File: config.mk
export PLATFORM = sky130hd
export DESIGN_NAME = uint128_literal_parser_top
export DESIGN_NICKNAME = d
export VERILOG_FILES = /design/src/hw/rtl/ulp_pkg.sv /design/src/hw/rtl/ulp_in_stage.sv /design/src/hw/rtl/ulp_step.sv /design/src/hw/rtl/ulp_out_stage.sv /design/src/hw/rtl/uint128_literal_parser_top.sv
export SDC_FILE = /design/constraint.sdc
export NUM_CORES = 1
export LEC_CHECK = 0
export BUFFER_PORTS_ARGS = -buffer_cell sky130_fd_sc_hd__buf_2
export CORE_ASPECT_RATIO = 1.4
export CORE_MARGIN = 2
export CORE_UTILIZATION = 29
export DETAILED_ROUTE_END_ITERATION = 8
export RECOVER_POWER = 25
export SYNTH_ARGS = -nofsm -noshare
export SYNTH_HDL_FRONTEND = slang
export SYNTH_SLANG_ARGS = --single-unit
File: constraint.sdc
create_clock -name clk_i -period 16.6 [get_ports clk_i]
set_clock_uncertainty 0.2 [all_clocks]
set_input_delay 1.66 -clock clk_i [delete_from_list [all_inputs] [get_ports clk_i]]
set_output_delay 1.66 -clock clk_i [all_outputs]
set_load 0.05 [all_outputs]
File: src/hw/rtl/ulp_pkg.sv
`default_nettype none

package ulp_pkg;

  typedef enum logic [1:0] {
    PH_START  = 2'd0,
    PH_ZERO   = 2'd1,
    PH_DIGITS = 2'd2,
    PH_FIXED  = 2'd3
  } ulp_phase_e;

  typedef enum logic [1:0] {
    BASE_DEC = 2'd0,
    BASE_HEX = 2'd1,
    BASE_OCT = 2'd2,
    BASE_BIN = 2'd3
  } ulp_base_e;

  typedef enum logic [1:0] {
    ST_OK       = 2'd0,
    ST_INVALID  = 2'd1,
    ST_OVERFLOW = 2'd2
  } ulp_status_e;

  localparam int unsigned ValueW = 128;
  localparam int unsigned CountW = 8;

  // Significant digit limits per base
  localparam logic [CountW-1:0] LIMIT_DEC = 8'd39;
  localparam logic [CountW-1:0] LIMIT_HEX = 8'd32;
  localparam logic [CountW-1:0] LIMIT_OCT = 8'd43;
  localparam logic [CountW-1:0] LIMIT_BIN = 8'd128;

  // (2^128 - 1) / 10, remainder 5
  localparam logic [ValueW-1:0] DEC_QUOT = 128'h1999999999999999_9999999999999999;
  localparam logic [3:0]        DEC_REM  = 4'd5;

  // ASCII codes
  localparam logic [7:0] CH_0  = 8'h30;
  localparam logic [7:0] CH_1  = 8'h31;
  localparam logic [7:0] CH_7  = 8'h37;
  localparam logic [7:0] CH_9  = 8'h39;
  localparam logic [7:0] CH_UA = 8'h41;
  localparam logic [7:0] CH_UF = 8'h46;
  localparam logic [7:0] CH_UX = 8'h58;
  localparam logic [7:0] CH_LA = 8'h61;
  localparam logic [7:0] CH_LB = 8'h62;
  localparam logic [7:0] CH_LF = 8'h66;
  localparam logic [7:0] CH_LO = 8'h6f;
  localparam logic [7:0] CH_LX = 8'h78;

  typedef struct packed {
    logic [7:0] char_code;
    logic       is_last;
  } ulp_item_t;

  typedef struct packed {
    ulp_phase_e         phase;
    ulp_base_e          base;
    logic [ValueW-1:0]  acc;
    logic [CountW-1:0]  count;
    ulp_status_e        status;
  } ulp_state_t;

  typedef struct packed {
    logic [ValueW-1:0] value;
    ulp_status_e       status;
  } ulp_result_t;

  localparam ulp_state_t STATE_RESET = '{
    phase:  PH_START,
    base:   BASE_DEC,
    acc:    '0,
    count:  '0,
    status: ST_OK
  };

endpackage

`default_nettype wire

File: src/hw/rtl/ulp_in_stage.sv
`default_nettype none

module ulp_in_stage
  import ulp_pkg::*;
(
  input  wire logic      clk_i,
  input  wire logic      rst_ni,
  input  wire logic      in_valid_i,
  output logic           in_stall_o,
  input  wire ulp_item_t item_i,
  input  wire logic      advance_i,
  output logic           valid_o,
  output ulp_item_t      item_o
);

  logic      valid_q;
  ulp_item_t item_q;
  logic      load;

  // The register refills when it is empty or its content moves on in the same cycle.
  assign load       = !valid_q || advance_i;
  assign in_stall_o = !load;

  always_ff @(posedge clk_i or negedge rst_ni) begin
    if (!rst_ni) begin
      valid_q <= 1'b0;
    end else if (load) begin
      valid_q <= in_valid_i;
    end
  end

  always_ff @(posedge clk_i) begin
    if (load && in_valid_i) begin
      item_q <= item_i;
    end
  end

  assign valid_o = valid_q;
  assign item_o  = item_q;

endmodule

`default_nettype wire

File: src/hw/rtl/ulp_step.sv
`default_nettype none

module ulp_step
  import ulp_pkg::*;
(
  input  wire ulp_state_t state_i,
  input  wire ulp_item_t  item_i,
  output ulp_state_t      state_o,
  output ulp_result_t     result_o
);

  logic [7:0]        ch;
  ulp_state_t        nxt;
  logic              take;
  logic              dig_ok;
  logic [3:0]        dig;
  logic [CountW-1:0] limit;
  logic [ValueW-1:0] mul10;
  logic              dec_ovf;

  assign ch = item_i.char_code;

  always_comb begin
    nxt  = state_i;
    take = 1'b0;
    unique case (state_i.phase)
      PH_START: begin
        if (ch == CH_0 && !item_i.is_last) begin
          nxt.phase = PH_ZERO;
        end else begin
          nxt.phase = PH_DIGITS;
          nxt.base  = BASE_DEC;
          take      = 1'b1;
        end
      end
      PH_ZERO: begin
        nxt.phase = PH_DIGITS;
        if (!item_i.is_last && (ch == CH_LX || ch == CH_UX || ch == CH_LO || ch == CH_LB)) begin
          nxt.base = (ch == CH_LO) ? BASE_OCT : (ch == CH_LB) ? BASE_BIN : BASE_HEX;
        end else begin
          nxt.base = BASE_DEC;
          take     = 1'b1;
        end
      end
      PH_DIGITS: take = 1'b1;
      PH_FIXED:  take = 1'b0;
      default:   take = 1'b0;
    endcase

    // digit decode for the base in effect
    dig_ok = 1'b0;
    dig    = '0;
    case (nxt.base)
      BASE_HEX: begin
        if (ch >= CH_LA && ch <= CH_LF) begin
          dig_ok = 1'b1;
          dig    = 4'(ch - CH_LA) + 4'd10;
        end else if (ch >= CH_UA && ch <= CH_UF) begin
          dig_ok = 1'b1;
          dig    = 4'(ch - CH_UA) + 4'd10;
        end else if (ch >= CH_0 && ch <= CH_9) begin
          dig_ok = 1'b1;
          dig    = 4'(ch - CH_0);
        end
      end
      BASE_OCT: begin
        dig_ok = (ch >= CH_0 && ch <= CH_7);
        dig    = 4'(ch - CH_0);
      end
      BASE_BIN: begin
        dig_ok = (ch == CH_0 || ch == CH_1);
        dig    = 4'(ch - CH_0);
      end
      default: begin
        dig_ok = (ch >= CH_0 && ch <= CH_9);
        dig    = 4'(ch - CH_0);
      end
    endcase

    case (nxt.base)
      BASE_HEX: limit = LIMIT_HEX;
      BASE_OCT: limit = LIMIT_OCT;
      BASE_BIN: limit = LIMIT_BIN;
      default:  limit = LIMIT_DEC;
    endcase

    // acc * 10 + d as acc * 8 + acc * 2 + d
    mul10   = {state_i.acc[ValueW-4:0], 3'b000} + {state_i.acc[ValueW-2:0], 1'b0}
            + ValueW'(dig);
    dec_ovf = (state_i.acc > DEC_QUOT) || (state_i.acc == DEC_QUOT && dig > DEC_REM);

    if (take && !(state_i.count == '0 && ch == CH_0)) begin
      if (state_i.count >= limit) begin
        nxt.acc    = '1;
        nxt.status = ST_OVERFLOW;
        nxt.phase  = PH_FIXED;
      end else if (!dig_ok) begin
        nxt.acc    = '0;
        nxt.status = ST_INVALID;
        nxt.phase  = PH_FIXED;
      end else if ((nxt.base == BASE_OCT && state_i.acc[ValueW-1 -: 3] != 3'b000) ||
                   (nxt.base == BASE_DEC && dec_ovf)) begin
        nxt.acc    = '1;
        nxt.status = ST_OVERFLOW;
        nxt.phase  = PH_FIXED;
      end else begin
        case (nxt.base)
          BASE_HEX: nxt.acc = {state_i.acc[ValueW-5:0], dig};
          BASE_OCT: nxt.acc = {state_i.acc[ValueW-4:0], dig[2:0]};
          BASE_BIN: nxt.acc = {state_i.acc[ValueW-2:0], dig[0]};
          default:  nxt.acc = mul10;
        endcase
        nxt.count = state_i.count + 1'b1;
      end
    end

    result_o.value  = nxt.acc;
    result_o.status = nxt.status;
    state_o         = item_i.is_last ? STATE_RESET : nxt;
  end

endmodule

`default_nettype wire

File: src/hw/rtl/ulp_out_stage.sv
`default_nettype none

module ulp_out_stage
  import ulp_pkg::*;
(
  input  wire logic        clk_i,
  input  wire logic        rst_ni,
  input  wire logic        load_i,
  input  wire ulp_result_t result_i,
  output logic             free_o,
  output logic             out_valid_o,
  input  wire logic        out_stall_i,
  output ulp_result_t      result_o
);

  logic        valid_q;
  ulp_result_t result_q;

  assign free_o = !valid_q || !out_stall_i;

  always_ff @(posedge clk_i or negedge rst_ni) begin
    if (!rst_ni) begin
      valid_q <= 1'b0;
    end else if (load_i) begin
      valid_q <= 1'b1;
    end else if (!out_stall_i) begin
      valid_q <= 1'b0;
    end
  end

  always_ff @(posedge clk_i) begin
    if (load_i) begin
      result_q <= result_i;
    end
  end

  assign out_valid_o = valid_q;
  assign result_o    = result_q;

endmodule

`default_nettype wire

File: src/hw/rtl/uint128_literal_parser_top.sv
// Streaming parser for an unsigned 128-bit literal, one ASCII byte per transfer.
// Input channel: in_valid_i / in_stall_o with char_code_i and is_last_i; is_last_i
// marks the final byte. A "0x"/"0X", "0o" or "0b" prefix selects hex, octal or
// binary, otherwise the literal is decimal.
// Output channel: out_valid_o / out_stall_i with value_high_o, value_low_o and
// parse_status_o (0 ok, 1 invalid character, 2 overflow). One result per literal.
// Throughput: one byte per cycle unless a last byte waits for the output register;
// the accumulator update (shift, or times ten plus digit with a 128-bit compare) is
// combinational. Path: a byte is held in the input register; when a last byte moves
// on, its result is loaded into the output register, which drives out_valid_o.
// Stall: non-last bytes keep flowing while a result waits. A last byte waits in
// the input register until the output register frees, and in_stall_o rises.
// Reset: pipeline empty, parser back at the start of a new literal.

`default_nettype none

module uint128_literal_parser_top
  import ulp_pkg::*;
(
  input  wire logic        clk_i,
  input  wire logic        rst_ni,
  input  wire logic        in_valid_i,
  output logic             in_stall_o,
  input  wire logic [7:0]  char_code_i,
  input  wire logic        is_last_i,
  output logic             out_valid_o,
  input  wire logic        out_stall_i,
  output logic [63:0]      value_high_o,
  output logic [63:0]      value_low_o,
  output logic [1:0]       parse_status_o
);

  ulp_item_t   in_item;
  ulp_item_t   s1_item;
  logic        s1_valid;
  logic        advance;
  logic        out_free;
  ulp_state_t  state_q;
  ulp_state_t  state_d;
  ulp_result_t step_res;
  ulp_result_t out_res;

  assign in_item.char_code = char_code_i;
  assign in_item.is_last   = is_last_i;

  ulp_in_stage u_in (
    .clk_i      (clk_i),
    .rst_ni     (rst_ni),
    .in_valid_i (in_valid_i),
    .in_stall_o (in_stall_o),
    .item_i     (in_item),
    .advance_i  (advance),
    .valid_o    (s1_valid),
    .item_o     (s1_item)
  );

  ulp_step u_step (
    .state_i  (state_q),
    .item_i   (s1_item),
    .state_o  (state_d),
    .result_o (step_res)
  );

  // a last byte only moves when its result has a place to go
  assign advance = s1_valid && (!s1_item.is_last || out_free);

  always_ff @(posedge clk_i or negedge rst_ni) begin
    if (!rst_ni) begin
      state_q <= STATE_RESET;
    end else if (advance) begin
      state_q <= state_d;
    end
  end

  ulp_out_stage u_out (
    .clk_i       (clk_i),
    .rst_ni      (rst_ni),
    .load_i      (advance && s1_item.is_last),
    .result_i    (step_res),
    .free_o      (out_free),
    .out_valid_o (out_valid_o),
    .out_stall_i (out_stall_i),
    .result_o    (out_res)
  );

  assign value_high_o   = out_res.value[ValueW-1:ValueW/2];
  assign value_low_o    = out_res.value[ValueW/2-1:0];
  assign parse_status_o = out_res.status;

endmodule

`default_nettype wire

# After elaboration in Yosys (flattened, before gate mapping)
# Cells that the tools add are included.
totals:
  ff_bits: 283
  in_bits: 13
  out_inout_bits: 132
  word_cells: 117
classes:
  n_addsub: 8
  n_lt_le_gt_ge: 10
  n_eq_ne: 16
  mux: 36
  reduce_logical: 36
ops:
  columns: ["cell", "n"]
  rows:
  - ["128-bit two-way mux", 3]
  - ["128-bit one-hot mux with 3 select lines", 1]
  - ["142-bit two-way mux", 1]
  - ["138-bit two-way mux", 1]
  - ["128-bit adder", 1]
  - ["128-bit by 4-bit adder with 128-bit output", 1]
  - ["128-bit by 125-bit == test with 1-bit output, second input constant", 1]
  - ["128-bit by 125-bit greater-than comparator with 1-bit output, second input constant", 1]
  - ["8-bit by 7-bit == test with 1-bit output, second input constant", 4]
  - ["2-bit two-way mux", 12]
  - ["8-bit two-way mux", 3]
  - ["8-bit one-hot mux with 3 select lines", 1]
  - ["8-bit by 6-bit == test with 1-bit output, second input constant", 2]
  - ["8-bit by 7-bit greater-or-equal comparator with 1-bit output, second input constant", 2]
  - ["8-bit by 6-bit less-or-equal comparator with 1-bit output, second input constant", 2]
  - ["8-bit by 7-bit less-or-equal comparator with 1-bit output, second input constant", 2]
  - ["4-bit two-way mux", 4]
  - ["1-bit logical AND", 14]
  - ["4-bit by 1-bit subtractor with 4-bit output, second input constant", 3]
  - ["1-bit logical OR", 9]
  - ["4-bit adder, second input constant", 2]
  - ["8-bit by 1-bit adder with 8-bit output, second input constant", 1]
  - ["2-bit == test, second input constant", 4]
  - ["8-bit by 6-bit greater-or-equal comparator with 1-bit output, second input constant", 1]
  - ["other kinds (15)", 30]

# Longest topological paths before layout
logic_depth:
  word_depth: 19
  mapped_depth: 23
  depth_no_buf: 23

# Modules after synthesis
# From an unflattened synthesis, not the netlist that was laid out.
unflattened:
  hier_cells: 3470
  hier_area_um2: 28085.7
by_module_without_submodules:
  columns: ["mod", "n_inst", "cells_per_inst", "area_each_um2", "seq_area_each_um2"]
  rows:
  - ["ulp_step", 1, 3020, 18517.8, 0.0]
  - ["uint128_literal_parser_top", 1, 303, 5300.1, 3553.4]
  - ["ulp_out_stage", 1, 133, 3940.0, 3928.8]
  - ["ulp_in_stage", 1, 14, 327.8, 295.3]

# Least setup slack after synthesis
# Ideal clock, no wire load.
synth_path:
  kind: "register to register"
  from: "register u_in.item_q, in the netlist u_in.item_o[1]"
  to: "register state_q[132] (netlist name)"
  setup_ns: 0.087
  arrival_ns: 5.768
  required_time_ns: 16.313
  path_slack_ns: 10.546
  path_stages_with_launch: 23
  path_buffers: 0
  synth_period_minus_slack_ns: 6.054
  path_cell_list: "edfxtp_1 inv_1 ha_1 or3b_2 o22ai_1 a32o_2 inv_2 or3_4 a32o_1 fa_1 inv_1 fa_1 nor2b_1 o2111ai_1 and3_1 or3b_1 o2111a_1 a21o_1 o21ai_0 a41oi_1 mux2i_1 or4_1 o211ai_1"
synth_between:
  elab_chain_cells: 19
  elab_cells_between_ends: 66
  classes_between: "6 x add/sub; 9 x order compare; 9 x eq/ne; 23 x mux; 19 x reduce/logical"
synth_rtl:
  columns: ["item", "line", "source"]
  rows:
  - ["from (decl)", "ulp_in_stage.sv:17", "ulp_item_t item_q;"]
  - ["from (signal assigned)", "ulp_in_stage.sv:34", "item_q <= item_i;"]
  - ["parallel branches: the longest is 17 deep, another holds 128-bit by 4-bit adder with 128-bit output", null, null]
  - ["138-bit two-way mux (*)", "ulp_step.sv:92", "if (take && !(state_i.count == '0 && ch == CH_0)) begin"]
  - ["142-bit two-way mux (*)", "ulp_step.sv:119", "state_o = item_i.is_last ? STATE_RESET : nxt;"]
  - ["to (signal assigned)", "uint128_literal_parser_top.sv:71", "state_q <= state_d;"]
  - ["to (decl)", "uint128_literal_parser_top.sv:38", "ulp_state_t state_q;"]
# Mark *: on every way between the ends. The select of a mux whose other input is x is not followed.
# A chain may end at the register's enable or synchronous reset.

==> impl_results.md <==
* Pwr/cell area at 107 nW/um^2
* Slew Limit Fails at 228
* Antenna-violating nets left at 0
* WHS at 0.296 ns
* VDD IR max at 52.2 uV
* Post-DP Area at roughly 29000 um^2
* Buffer and inverter count on the worst path at 2
* Dpl ws at 8.24 ns
* Static leakage at around 12 nW
* Initial antenna violation count at 2
* Worst Slack Setup Final at 7.94 ns
* Synth Net Count at 3688
* Post-DP HPWL at approximately 88 mm
* CTS tree: built
* Die Wd at 261 um
* RSZ-0062 raised after global routing: false
* Inserted Diodes at 0
* Total Power at 3.19 mW
* Hold crit path type: flip-flop to flip-flop
* Placed insts at ~4600
* Non-Filler Instances at between 4000 and 5000
* YS warnings at 0
* TritonCTS buffer count at 35
* Post-layout min period at 8.66 ns
* Crit path from: u_in.item_o[3]
* DIE HEIGHT at 364 um
* Reg2reg setup slack at 7.94 ns
* Final Hold Fails at 0
* Via Count at 28226
* Post-synth top area share at 0.155
* # rows at 132
* Kind of critical path: flip-flop to flip-flop
* Worst Tran Pin Value at 3.64 ns
* Commonest non-fill, non-tap cells in the layout: nand2_1 (439), a21oi_1 (393), nor2_1 (328)
* Share of synthesized flip-flops with an asynchronous set or reset at 0.509
* H-tree levels at 2
* Die Area at 95000 um^2
* Design Area, Final at between 20000 and 30000 um^2
* Most common cell after layout, fill and taps aside: nand2_1
* Core Area at 92200 um^2
* Netlist cell types at 89
* Ys flop type: dfrtp_1
* Synthesized cell area at 26800 um^2
* Synth area leaders: edfxtp_1 (16%), dfrtp_1 (13%), ha_1 (12%)
* Post-synthesis sequential area ratio at 0.290
* Worst-path clk slew at 0.06 ns
* Post-CTS Resized at 0
* Worst skew pair latency at 0.60 ns
* Post-CTS setup buffers at 0
* IO Port Bufs at about 140
* Violated checks: capacitance limit, slew limit
* Synthesized area per cell at 7.87 um^2
* Post-synthesis cell count at 3411
* Slew HR at -1.43
* Worst EP arrival at 8.78 ns
* Iter 0 DRT Violations at 2940
* Flops & latches, synth at 283
* Global placement routability congestion at 1.01
* Worst reg-to-reg path cell count at 20
* I/O Pins at 145
* Root Driver: clkbuf_16
* Setup TNS at 0 ns
* Layout area overhead at 10.8%
* Post-layout net count at 3667
* Worst path depth at 20
* Largest net degree at the start of global routing at 135
* Critical Path RT at 16.72 ns
* Share of cells above drive strength 1 at 0.0793
* Crit-path cells: or4_4, o41ai_4, a32o_2, buf_4, clkinv_2, or3_4, a32o_1, fa_1, ha_1, a211oi_1, o211ai_1, a31oi_1, nor3_1, o21ai_0, o21ai_1, a31oi_1, o31ai_1, a21oi_1, xor2_1, a21boi_1
* Routed Wire Length at 122 mm
* Reg2reg end: u_out.result_o[119]
* Setup crit end kind: flip-flop
* Final core occ at 0.323
* Critical-path maximum fanout at 36
* Vias in the first global route at 27251
* Clk buf depth at 3
* Most used cell, CP: a31oi_1
* Gr ovfl total at 0
* FMAX at 115 MHz
* Drt first pass iters at 5
* Final worst-path cycle share at 0.522
* Sink Count at approximately 280
* Drt wl/cell at 26.4 um
* Reg-to-reg critical path startpoint: u_in.item_o[3]
* First-pass GRT wire length at 180 mm
* Nature of the critical path startpoint: flip-flop
* MaxCap Viol Count at 5
* Slowest stage delay, CP at 1.07 ns
* Crit-path slowest cell: a31oi_1
* Gr usage total at 0.251
* Vias per cell at 6.11
* Run status: finished, violations left
* Synth area leader: edfxtp_1
* Post-synth EDFFs at 139
* Critical Path End: u_out.result_o[119]
* Post-route DRC at 0
* Initial Utilization at 0.291
* Final setup viols at 0
* Cts hold-fix bufs at 0
* Cell family with most CP delay: compound AO/OA/AOI/OAI gates
where the power goes:
part	leakage (nW)	internal, mW	switching (mW)	total [mW]
clock	0.581	0.481	0.356	0.836
combinational	8.14	0.425	0.928	1.35
sequential	3.26	0.837	0.165	1.00
total	12.0	1.74	1.45	3.19
metal layers:
| metal | global-route usage | vias to the layer above | wire [um] |
|---|---|---|---|
| met5 | 0 | - | 11 |
| met4 | 0.160 | 2 | 9050 |
| met3 | 0.0321 | 371 | 7660 |
| met2 | 0.424 | 1348 | 58300 |
| met1 | 0.299 | 13703 | 47200 |
| li1 | - | 12802 | - |
cells in the mapped netlist, types with 13 or more instances:
cell type	n
o21ai_1	61
nand2_1	443
and4_1	14
and2_1	16
a22o_1	60
or3_1	16
nor3_1	59
o21a_1	43
a221oi_1	20
dfrtp_1	144
a21oi_1	394
nand4_1	94
nand3_1	65
and3_1	25
o211ai_1	43
a211oi_1	49
edfxtp_1	139
o221ai_1	22
mux2i_1	26
o21bai_1	33
o22ai_1	14
a211o_1	20
nor2_1	333
clkbuf_1	215
nand2b_1	13
o21ai_0	248
inv_1	60
a21o_1	48
xnor2_1	67
nor4_1	24
ha_1	262
xor2_1	38
o31ai_1	33
a31oi_1	50
buf_1	17
area by class of cell:
class	count	area [um^2]
fillers	9932	62400
multi-input cells	2824	18000
flip-flops and latches	283	7780
well taps	1206	1510
repair buffers	184	997
clock buffers	47	972
inverters	62	239
clock inverters	17	228
sequential cells by signal (all words and copies together), names as in the netlist:
signal and cells:
state_q 142, u_in.item_o 9, u_out.out_valid_o 1, u_out.result_o 130, u_in.valid_o 1
worst reg2reg max path, stage by stage, from the launching register on:
cell and delay (ns):
edfxtp_1 0.55, or4_4 0.59, o41ai_4 0.36, a32o_2 0.18, buf_4 0.45, clkinv_2 0.69, or3_4 0.65, a32o_1 0.28
fa_1 0.48, ha_1 0.32, a211oi_1 0.39, o211ai_1 0.17, a31oi_1 0.35, nor3_1 0.20, o21ai_0 0.36, o21ai_1 0.26
a31oi_1 1.07, o31ai_1 0.25, a21oi_1 0.25, xor2_1 0.22, a21boi_1 0.11
kinds of logic (layout without fill, tap and decap cells):
| group | after synthesis | in the layout | synth area share |
|---|---|---|---|
| AOI/OAI and AO/OA | 1261 | 1261 | 0.300 |
| xor gates and xnor gates | 105 | 105 | 0.0343 |
| adders and majority gates | 264 | 264 | 0.124 |
| buffers and inverters | 304 | 310 | 0.0432 |
| DFF | 283 | 283 | 0.290 |
| muxes | 29 | 29 | 0.0110 |
| and+or+nand+nor | 1165 | 1165 | 0.198 |
worst min path at each step:
stage,from,endpoint,slack [ns],depth (start not counted)
2_1_floorplan,state_q[138],state_q[138],0.25,2
3_3_place_gp,state_q[138],state_q[138],0.28,2
3_5_place_dp,state_q[138],state_q[138],0.28,2
4_1_cts,state_q[138],state_q[138],0.30,2
5_1_grt,state_q[0],state_q[0],0.34,1
6_report,state_q[138],state_q[138],0.30,2
(Power assumes the default switching activity.)
